===== src/swtb_pkg.sv =====
// Package for the software timer bank core: opcodes, sizing defaults and the result record.
// Has no dependencies. The top level imports it.
package swtb_pkg;

    localparam int DEF_NUM_TIMERS  = 16;
    localparam int DEF_COUNT_WIDTH = 32;

    localparam int IN_TDATA_W  = 40;
    localparam int OUT_TDATA_W = 72;

    localparam logic [1:0] OP_TICK  = 2'd0;
    localparam logic [1:0] OP_START = 2'd1;
    localparam logic [1:0] OP_STOP  = 2'd2;
    localparam logic [1:0] OP_READ  = 2'd3;

    localparam logic [6:0] PRESCALE_LAST = 7'd99;
    localparam logic [4:0] MAX_RESULTS   = 5'd16;

    typedef struct packed {
        logic        ev;
        logic [3:0]  idx;
        logic        last;
        logic        strobe;
        logic [31:0] millis;
        logic        run;
        logic        exp;
        logic [31:0] rem;
    } t_result;

endpackage


===== src/software_timer_bank_core.sv =====
// Software timer bank core: countdown timers with auto-reload, driven by a tick stream.
// A tick scans the timer memory: one slot is read, updated and written back per cycle
// while no back pressure stalls the scan, then a flush state sends the last result.
// Start, stop and read read the memory on accept, then write back and send the result.
// Synchronous active-low reset clears the timer valid bits, counters and handshake state.
// Depends on swtb_pkg.
module software_timer_bank_core #(
    parameter int NUM_TIMERS  = swtb_pkg::DEF_NUM_TIMERS,
    parameter int COUNT_WIDTH = swtb_pkg::DEF_COUNT_WIDTH
) (
    input  logic                              i_clk,
    input  logic                              i_rst_n,
    input  logic                              i_s_tvalid,
    output logic                              o_s_tready,
    // Fields from bit 0: timer_index[3:0], interval[35:4], auto_reload[36], zero fill.
    input  logic [swtb_pkg::IN_TDATA_W-1:0]   i_s_tdata,
    // Fields from bit 0: opcode[1:0].
    input  logic [1:0]                        i_s_tuser,
    output logic                              o_m_tvalid,
    input  logic                              i_m_tready,
    // Fields from bit 0: event_index[3:0], hundred_ms_strobe[4], millis_count[36:5],
    // running_flag[37], expired_flag[38], remaining[70:39], zero fill.
    output logic [swtb_pkg::OUT_TDATA_W-1:0]  o_m_tdata,
    // Fields from bit 0: expired_event[0].
    output logic                              o_m_tuser,
    output logic                              o_m_tlast
);
    import swtb_pkg::*;

    localparam int AW = (NUM_TIMERS > 1) ? $clog2(NUM_TIMERS) : 1;
    localparam logic [AW-1:0] LAST_SLOT = AW'(NUM_TIMERS - 1);

    localparam logic [1:0] S_IDLE  = 2'd0;
    localparam logic [1:0] S_TICK  = 2'd1;
    localparam logic [1:0] S_FLUSH = 2'd2;
    localparam logic [1:0] S_OP    = 2'd3;

    typedef struct packed {
        logic                   run;
        logic                   exp;
        logic                   rl;
        logic [COUNT_WIDTH-1:0] cnt;
        logic [COUNT_WIDTH-1:0] rv;
    } t_entry;

    t_entry mem [NUM_TIMERS];

    logic [1:0]             r_state, n_state;
    logic [NUM_TIMERS-1:0]  r_valid;
    logic [31:0]            r_ticks, n_ticks;
    logic [6:0]             r_prescale, n_prescale;
    logic                   r_strobe, n_strobe;
    logic [4:0]             r_nemit, n_nemit;
    logic [AW-1:0]          r_proc_idx, n_proc_idx;
    logic                   r_out_v, n_out_v;
    logic                   r_pend_v, n_pend_v;
    t_result                r_out, n_out;
    t_result                r_pend, n_pend;
    logic [1:0]             r_opc, n_opc;
    logic [3:0]             r_idx, n_idx;
    logic [AW-1:0]          r_op_addr, n_op_addr;
    logic                   r_in_range, n_in_range;
    logic [COUNT_WIDTH-1:0] r_interval, n_interval;
    logic                   r_ar, n_ar;
    t_entry                 r_q;
    logic                   r_q_vld;

    logic          mem_we;
    logic [AW-1:0] mem_wa;
    t_entry        mem_wd;
    logic [AW-1:0] rd_addr;

    t_entry                 ent_q, ent_t, ent_o;
    logic [COUNT_WIDTH-1:0] cnt_dec;
    logic                   hit, emit, stall, out_free, in_rng_in;
    t_result                res_t, res_none, res_op;

    assign o_s_tready = (r_state == S_IDLE);
    assign o_m_tvalid = r_out_v;
    assign o_m_tuser  = r_out.ev;
    assign o_m_tlast  = r_out.last;
    assign o_m_tdata  = {1'b0, r_out.rem, r_out.exp, r_out.run, r_out.millis,
                         r_out.strobe, r_out.idx};

    always_comb begin
        ent_q    = r_q_vld ? r_q : '0;
        out_free = !r_out_v || i_m_tready;

        cnt_dec = (ent_q.cnt != '0) ? ent_q.cnt - 1'b1 : '0;
        hit     = ent_q.run && (cnt_dec == '0);
        ent_t   = ent_q;
        if (ent_q.run) begin
            ent_t.cnt = cnt_dec;
        end
        if (hit) begin
            ent_t.cnt = ent_q.rl ? ent_q.rv : cnt_dec;
            ent_t.run = ent_q.rl;
            ent_t.exp = 1'b1;
        end
        emit  = hit && (r_nemit != MAX_RESULTS);
        stall = emit && r_pend_v && !out_free;

        res_t        = '0;
        res_t.ev     = 1'b1;
        res_t.idx    = 4'(r_proc_idx);
        res_t.strobe = r_strobe;
        res_t.millis = r_ticks;
        res_t.run    = ent_t.run;
        res_t.exp    = ent_t.exp;
        res_t.rem    = 32'(ent_t.cnt);

        res_none        = '0;
        res_none.strobe = r_strobe;
        res_none.millis = r_ticks;

        ent_o = ent_q;
        case (r_opc)
            OP_START: begin
                ent_o.rv  = r_interval;
                ent_o.cnt = r_interval;
                ent_o.rl  = r_ar;
                ent_o.exp = 1'b0;
                ent_o.run = 1'b1;
            end
            OP_STOP: begin
                ent_o.run = 1'b0;
            end
            default: begin
                ent_o = ent_q;
            end
        endcase
        res_op        = '0;
        res_op.idx    = r_idx;
        res_op.last   = 1'b1;
        res_op.millis = r_ticks;
        if (r_in_range) begin
            res_op.run = ent_o.run;
            res_op.exp = ent_o.exp;
            res_op.rem = 32'(ent_o.cnt);
        end

        in_rng_in = (32'(i_s_tdata[3:0]) < NUM_TIMERS);

        n_state    = r_state;
        n_ticks    = r_ticks;
        n_prescale = r_prescale;
        n_strobe   = r_strobe;
        n_nemit    = r_nemit;
        n_proc_idx = r_proc_idx;
        n_out_v    = r_out_v;
        n_pend_v   = r_pend_v;
        n_out      = r_out;
        n_pend     = r_pend;
        n_opc      = r_opc;
        n_idx      = r_idx;
        n_op_addr  = r_op_addr;
        n_in_range = r_in_range;
        n_interval = r_interval;
        n_ar       = r_ar;
        mem_we     = 1'b0;
        mem_wa     = r_proc_idx;
        mem_wd     = ent_t;
        rd_addr    = r_proc_idx;

        if (r_out_v && i_m_tready) begin
            n_out_v = 1'b0;
        end

        case (r_state)
            S_IDLE: begin
                rd_addr = '0;
                if (i_s_tvalid) begin
                    n_opc      = i_s_tuser;
                    n_idx      = i_s_tdata[3:0];
                    n_interval = COUNT_WIDTH'(i_s_tdata[35:4]);
                    n_ar       = i_s_tdata[36];
                    n_in_range = in_rng_in;
                    n_op_addr  = in_rng_in ? AW'(i_s_tdata[3:0]) : '0;
                    if (i_s_tuser == OP_TICK) begin
                        n_ticks    = r_ticks + 32'd1;
                        n_strobe   = (r_prescale == PRESCALE_LAST);
                        n_prescale = (r_prescale == PRESCALE_LAST) ? '0 : r_prescale + 7'd1;
                        n_proc_idx = '0;
                        n_nemit    = '0;
                        n_state    = S_TICK;
                    end else begin
                        rd_addr = n_op_addr;
                        n_state = S_OP;
                    end
                end
            end
            S_TICK: begin
                if (!stall) begin
                    mem_we = ent_q.run;
                    if (emit) begin
                        n_nemit  = r_nemit + 5'd1;
                        n_pend   = res_t;
                        n_pend_v = 1'b1;
                        if (r_pend_v) begin
                            n_out   = r_pend;
                            n_out_v = 1'b1;
                        end
                    end
                    if (r_proc_idx == LAST_SLOT) begin
                        n_state = S_FLUSH;
                    end else begin
                        n_proc_idx = r_proc_idx + 1'b1;
                        rd_addr    = r_proc_idx + 1'b1;
                    end
                end
            end
            S_FLUSH: begin
                if (out_free) begin
                    n_out      = r_pend_v ? r_pend : res_none;
                    n_out.last = 1'b1;
                    n_out_v    = 1'b1;
                    n_pend_v   = 1'b0;
                    n_state    = S_IDLE;
                end
            end
            S_OP: begin
                rd_addr = r_op_addr;
                mem_wa  = r_op_addr;
                mem_wd  = ent_o;
                if (out_free) begin
                    mem_we  = r_in_range && (r_opc == OP_START || r_opc == OP_STOP);
                    n_out   = res_op;
                    n_out_v = 1'b1;
                    n_state = S_IDLE;
                end
            end
            default: begin
                n_state = S_IDLE;
            end
        endcase
    end

    always_ff @(posedge i_clk) begin
        if (mem_we) begin
            mem[mem_wa] <= mem_wd;
        end
        r_q <= mem[rd_addr];
    end

    always_ff @(posedge i_clk) begin
        if (!i_rst_n) begin
            r_state    <= S_IDLE;
            r_valid    <= '0;
            r_q_vld    <= 1'b0;
            r_ticks    <= '0;
            r_prescale <= '0;
            r_strobe   <= 1'b0;
            r_nemit    <= '0;
            r_proc_idx <= '0;
            r_out_v    <= 1'b0;
            r_pend_v   <= 1'b0;
        end else begin
            r_state    <= n_state;
            if (mem_we) begin
                r_valid[mem_wa] <= 1'b1;
            end
            r_q_vld    <= r_valid[rd_addr];
            r_ticks    <= n_ticks;
            r_prescale <= n_prescale;
            r_strobe   <= n_strobe;
            r_nemit    <= n_nemit;
            r_proc_idx <= n_proc_idx;
            r_out_v    <= n_out_v;
            r_pend_v   <= n_pend_v;
        end
    end

    always_ff @(posedge i_clk) begin
        r_out      <= n_out;
        r_pend     <= n_pend;
        r_opc      <= n_opc;
        r_idx      <= n_idx;
        r_op_addr  <= n_op_addr;
        r_in_range <= n_in_range;
        r_interval <= n_interval;
        r_ar       <= n_ar;
    end

`ifndef SYNTHESIS
    a_pend_in_tick: assert property (@(posedge i_clk) disable iff (!i_rst_n)
        r_pend_v |-> (r_state == S_TICK || r_state == S_FLUSH))
        else $error("Pending result held outside a tick scan.");

    a_emit_limit: assert property (@(posedge i_clk) disable iff (!i_rst_n)
        r_nemit <= MAX_RESULTS)
        else $error("Tick emitted more results than allowed.");

    a_write_state: assert property (@(posedge i_clk) disable iff (!i_rst_n)
        mem_we |-> (r_state == S_TICK || r_state == S_OP))
        else $error("Timer memory written outside a tick scan or operation.");

    a_event_expired: assert property (@(posedge i_clk) disable iff (!i_rst_n)
        (o_m_tvalid && o_m_tuser) |-> o_m_tdata[38])
        else $error("Expiry event without expired flag.");
`endif

endmodule


===== config.mk =====
export PLATFORM = sky130hd
export DESIGN_NAME = software_timer_bank_core
export DESIGN_NICKNAME = d
export VERILOG_FILES = /design/src/swtb_pkg.sv /design/src/software_timer_bank_core.sv
export SDC_FILE = /design/constraint.sdc
export NUM_CORES = 2
export LEC_CHECK = 0
export ABC_AREA = 1
export BUFFER_PORTS_ARGS = -buffer_cell sky130_fd_sc_hd__clkbuf_2
export CAP_MARGIN = 30
export CORE_MARGIN = 2
export CORE_UTILIZATION = 30
export CTS_CLUSTER_DIAMETER = 150
export DETAILED_ROUTE_END_ITERATION = 12
export HOLD_SLACK_MARGIN = 0.1
export PLACE_DENSITY = 0.51
export SYNTH_ARGS = -nofsm -noshare
export SYNTH_HDL_FRONTEND = slang
export SYNTH_SLANG_ARGS = --single-unit

===== constraint.sdc =====
create_clock -name i_clk -period 6.2 [get_ports i_clk]
set_input_delay 0.62 -clock i_clk [delete_from_list [all_inputs] [get_ports i_clk]]
set_output_delay 0.62 -clock i_clk [all_outputs]
set_load 0.05 [all_outputs]

# Word level (Yosys, flattened, before mapping)
# Memory sizes are Yosys's and may differ from the RTL's. A register that Yosys moved wholly into a read port is not among the register bits.
# Cells that the tools add are included.
# word_totals
register_bits,253
latch_bits,0
ramBits,1072
romBits,0
input_bits,46
output_inout_bits,76
elab_cells,138
memories,1
# classes
add_sub_neg,5
n_mul,0
n_div,0
order_cmp,3
eq_ne,17
n_shift,0
mux,56
bitwise,2
reduce_logical,26
# mem_list
memory,depth,width,rd,rd_clocked_by_memory_dff,write_ports,line,rtl
mem,16,67,1,1,1,software_timer_bank_core.sv:46,t_entry mem [NUM_TIMERS];
# op_table
operator,n
2-to-1 mux 73 bit,6
one-hot mux 73 bit (3 select lines),1
2-to-1 mux 67 bit,2
2-to-1 mux 32 bit,4
2-to-1 mux 66 bit,1
"adder 32 x 1 -> 32 bit, second input constant",1
zero test 32 bit,1
nonzero test 32 bit,1
"subtractor 32 x 1 -> 32 bit, second input constant",1
2-to-1 mux 4 bit,7
2-to-1 mux 5 bit,4
bitwise OR 16 bit,1
2-to-1 mux 1 bit,14
"!= test 2 bit, second input constant",7
2-to-1 mux 2 bit,6
one-hot mux 4 bit (3 select lines),1
"less-than comparator 4 x 5 -> 1 bit, second input constant",2
one-hot mux 5 bit (2 select lines),1
AND reduction 3 bit,3
one-hot mux 1 bit (2 select lines),4
one-hot mux 4 bit (2 select lines),1
AND reduction 4 bit,2
"adder 7 x 1 -> 7 bit, second input constant",1
"equality test 7 bit, second input constant",1
other kinds (23),36

# Longest topological paths before layout
# logic_depth
ltp_word,12
mapped_depth,28
mapped_depth_nobuf,25

# Worst setup path after synthesis
# OpenSTA, ideal clock, no wires.
# synth_path
kind,reg2reg
from,register r_q_vld
to,"register r_out, in the netlist o_m_tdata[0] (enable)"
setup_time_ps,506
arrival_ps,5375
setup_slack_ps,319
path_stages_with_launch,21
n_path_buf,2
synth_period_minus_slack_ps,5881
cell_sequence,dfxtp_1 > buf_6 > buf_6 > nand2_1 > ha_1 > nand3_1 > inv_2 > nand2_1 > nor2_1 > nand2_1 > nand3_1 > nand2_1 > nor2_1 > nand3_1 > nor2_2 > nand2_1 > nor2_1 > o21ai_0 > nand2_1 > nand2_1 > nor2_1
# synth_via
elab_chain_cells,10
word_cells_on_any_way,12
cone_classes,add/sub: 1; eq/ne: 2; mux: 2; reduce/logical: 7
# synth_rtl
item,line,rtl
"start, declared",software_timer_bank_core.sv:66,logic r_q_vld;
"start signal, assigned",software_timer_bank_core.sv:262,r_q_vld <= r_valid[rd_addr];
2-to-1 mux 67 bit *,software_timer_bank_core.sv:86,ent_q = r_q_vld ? r_q : '0;
subtractor 32 x 1 -> 32 bit / nonzero test 32 bit (equally long branches),software_timer_bank_core.sv:89,cnt_dec = (ent_q.cnt != '0) ? ent_q.cnt - 1'b1 : '0;
2-to-1 mux 32 bit,software_timer_bank_core.sv:89,
zero test 32 bit,software_timer_bank_core.sv:90,hit = ent_q.run && (cnt_dec == '0);
logical AND 1 bit *,software_timer_bank_core.sv:90,
logical AND 1 bit *,software_timer_bank_core.sv:100,emit = hit && (r_nemit != MAX_RESULTS);
logical AND 1 bit (2 in a row),software_timer_bank_core.sv:101,stall = emit && r_pend_v && !out_free;
!= test 2 bit (no source line),--,
AND reduction 6 bit (no source line) *,--,
"end signal, assigned",software_timer_bank_core.sv:274,r_out <= n_out;
"end, declared",software_timer_bank_core.sv:57,"t_result r_out, n_out;"
# Mark *: on every way between the ends. The rest lies on a longest branch, timed or not.
# A chain may end at the register's enable or synchronous reset.

# Worst setup path after layout
# layout_path
from,register r_q_vld
to,register r_q[7] (netlist name)
# layout_via
elab_chain_cells,10
word_cells_on_any_way,11
cone_classes,add/sub: 1; mux: 4; reduce/logical: 6
# layout_rtl
item,line,rtl
2-to-1 mux 67 bit *,software_timer_bank_core.sv:86,
subtractor 32 x 1 -> 32 bit / nonzero test 32 bit (equally long branches),software_timer_bank_core.sv:89,
2-to-1 mux 32 bit,software_timer_bank_core.sv:89,
zero test 32 bit,software_timer_bank_core.sv:90,
logical AND 1 bit *,software_timer_bank_core.sv:90,
logical AND 1 bit *,software_timer_bank_core.sv:100,
logical AND 1 bit * (2 in a row),software_timer_bank_core.sv:101,
2-to-1 mux 4 bit *,software_timer_bank_core.sv:193,if (!stall) begin
one-hot mux 4 bit (3 select lines) *,software_timer_bank_core.sv:169,case (r_state)
# Marked as above.

==> results.py <==
metrics = {
    "setup_path": {
        "r2r.worst_path.cells": 25,
        "path_class": "reg2reg",
        "reg2reg_from": "r_q_vld$_SDFF_PN0_",
        "end_kind": "flop",
        "cp.required_ns": 6.89,
        "startpoint_type": "flop",
        "arrival_ns": 6.17,
        "r2r_end": "r_q[7]$_DFF_P_",
        "r2r_slack_ns": 0.73,
        "path_max_fanout": 131,
    },
    "synthesis": {
        "ys.flop_type": "edfxtp_1",
        "yosys_warnings": 0,
        "yosysSeqAreaShare_pct": 69.5,
        "async_flop_share_pct": 0,
        "synth_area_leaders": "edfxtp_1 65%, nand2_1 6.1%, o211ai_1 5.5%",
        "yosysTopAreaCell": "edfxtp_1",
        "synth-seq-cells": 1392,
        "yosysTopAreaCellShare_pct": 64.8,
        "synth.avg_cell_area_um2": 11.9,
        "synthCells": 4874,
        "synth_cell_type_count": 47,
        "netlist_area_um2": 58100,
        "synth_edf_count": 1255,
        "syn_nets": 4928,
    },
    "drt": {
        "drtAntennaViolNets": 0,
        "drt-initial-drc-count": 3453,
        "dr.pass1.iters": 5,
        "num_vias": 37900,
        "drc": 0,
        "wl_um": 172000,
        "via_per_inst": 4.94,
        "wire_per_inst_um": 22.4,
    },
    "global_routing": {
        "gr-total-overflow": 0,
        "antenna_found_initial": 0,
        "grtUsageTotal_pct": 17.2,
        "grt_first_pass_wirelength_um": 251000,
        "grt_pass1_vias": 36000,
        "grt_max_degree": 137,
    },
    "power": {
        "p_leak_uw": 0.0250,
        "ir_drop_uv": 302,
        "pwr_density_cell_nw_per_um2": 384,
    },
    "timing": {
        "tns_ns": 0,
        "slew-limit-headroom_pct": 31.4,
        "min_period_ns": 5.47,
        "max_slew.worst_pin.slew_ns": 1.02,
        "slew_viol_final": 0,
        "hold_viol": 0,
        "setup_viol": 0,
        "fin_skew_ns": 0.0578,
        "clock.fmax_mhz": 183,
        "grt_setup_unrepaired": "false",
        "fin_crit_sh_pct": 88.3,
        "worst_slack_ns": 0.728,
    },
    "final_layout": {
        "layout-drive-gt1-share_pct": 12.0,
        "fin_area_um2": 67500,
        "layout_common_cells": "1255 x edfxtp_1, 940 x nand2_1, 586 x inv_1",
        "fin_nets": 5068,
        "layout_commonest_cell": "edfxtp_1",
        "synthToLayoutAreaGrowth_pct": 16.1,
        "n_fill_cell": 19000,
        "final_cell_count_no_fill": 7676,
        "final-seq-area_um2": 40400,
        "multi_input_comb_area_um2": 14200,
    },
    "floorplan": {
        "ioPinCount": 122,
        "die_w_um": 444,
        "fp-row-count": 161,
        "start_util_pct": 30.2,
        "die_h_um": 444,
        "core_um2": 193000,
        "die-area_um2": 197000,
    },
    "place": {
        "hpwl_um": 94300,
        "post_dp_cell_area_um2": 62100,
        "gp_congestion": 0.873,
        "io_buffers": 117,
        "dpl_worst_slack_ns": 0.789,
        "placedCellCount": 7345,
    },
    "worst_hold_path": {
        "hold_path_class": "in2reg",
        "hold_end": "o_m_tvalid$_SDFF_PN0_",
        "holdPathStages": 4,
        "worstHoldStart": "i_m_tready",
    },
    "clocking": {
        "clockBufferDepth": 3,
        "cts.clk_slew.worst_paths_ns": 0.06,
        "htreeDepth": 4,
        "cts-root-buf": "clkbuf_16",
        "post_cts_buffers": 0,
        "numCtsBuffers": 153,
        "insertion_delay_ns": 0.82,
        "clock_sinks": 1392,
        "cts_tree": "built",
    },
    "flow_run": {
        "maxCapViolations": 0,
    },
    "status": {
        "status": "completed",
    },
}
[critical path, stage by stage, from the launching register on]
cell,delay (ns)
dfxtp_4,0.88
nand2_1,0.31
ha_1,0.31
nand3_1,0.20
inv_2,0.10
nand2_1,0.07
nor2_1,0.09
nand2_1,0.07
nand2_1,0.05
nand3_1,0.26
nand2_1,0.09
nor2_1,0.14
nand3_1,0.10
nor2_2,0.32
nand4_2,0.23
nand2_2,0.16
nand2_1,0.07
nand3_2,0.12
nand2_8,0.19
nand2_8,0.41
buf_12,0.50
nand2_1,0.10
o211ai_1,0.10
nand3_1,0.12
nand3_1,0.15
nand2_1,0.06
[sequential cells by signal, summed over array words and instances, names as in the netlist, 7 cells and up]
| register | count |
|---|---|
| mem | 1072 |
| o_m_tdata | 71 |
| r_pend | 71 |
| r_q | 67 |
| r_interval | 32 |
| r_ticks | 32 |
| r_valid | 16 |
| r_prescale | 7 |
[cell usage after synthesis (all sizes together), types with 6 or more instances]
cell type and instances:
o211ai 537, edfxtp 1255, a211oi 6, inv 589
dfxtp 137, ha 8, nor3 24, nor2 175
nor4 7, nand2 953, a21oi 195, a22oi 31
clkbuf 121, buf 174, nand3 363, nand4 20
o221ai 32, o21ai 216
[timing repair]
action	in CTS	in global routing
endpoints found under the hold margin	39	0
hold buffers	39	0
gates resized for setup	0	0
setup endpoints to repair	0	0
[cell families (layout without fill, tap and decap cells)]
group,count (synthesis),after routing,share of synthesized area [%]
adders and majority gates,8,8,0.172
AOI/OAI and AO/OA,1027,1027,12.5
buffers and inverters,886,1157,6.43
other,1,6,0.00645
muxes,2,2,0.0344
xor gates and xnor gates,5,5,0.0753
DFF,1392,1392,69.5
and+or+nand+nor,1553,1553,11.2
[where the power goes]
group	leakage (µW)	internal (µW)	total (µW)	switching [µW]
clock	0.00240	5120	8980	3860
combinational	0.00980	1490	5620	4130
sequential	0.0128	11000	11300	335
[per-layer routing]
| metal | track usage (%) | share of wire [%] | up-vias |
|---|---|---|---|
| met5 | 0 | 0 | - |
| met4 | 5.50 | 2.7 | 0 |
| met3 | 2.29 | 5.2 | 235 |
| met2 | 28.1 | 47 | 1074 |
| met1 | 23.5 | 45 | 18900 |
| li1 | - | - | 17700 |
[worst max path at each step]
stage                        from                      to  slack [ns]  depth (start not counted)
2_1_floorplan  r_q_vld$_SDFF_PN0_  o_m_tdata[0]$_DFFE_PP_        0.32                         20
3_3_place_gp   r_q_vld$_SDFF_PN0_          r_q[8]$_DFF_P_        0.76                         24
3_5_place_dp   r_q_vld$_SDFF_PN0_         r_q[59]$_DFF_P_        0.79                         25
4_1_cts        r_q_vld$_SDFF_PN0_         r_q[22]$_DFF_P_        0.79                         24
5_1_grt        r_q_vld$_SDFF_PN0_         r_q[22]$_DFF_P_        0.37                         25
6_report       r_q_vld$_SDFF_PN0_          r_q[7]$_DFF_P_        0.73                         25
[cell type report]
cell class / count / area share, %
multi-input combinational: 2596 / 21.1
clock inverter: 64 / 1.04
clock buffer: 222 / 6.31
inverter: 591 / 3.29
sequential: 1392 / 59.9
tap: 2526 / 4.68
timing repair buffer: 280 / 3.69
antenna: 5 / 0.0185
[through the flow]
step	power, µW	hold slack (ns)	utilization (%)
after CTS	26100	0.295	35.0
after detailed placement	17100	0.423	32.3
after floorplan	15100	0.408	-
final	25900	0.372	35.0
after global routing	27100	0.394	35.0
after global placement	17100	0.413	32.2
Note: power is estimated with default switching activity, not from simulation.
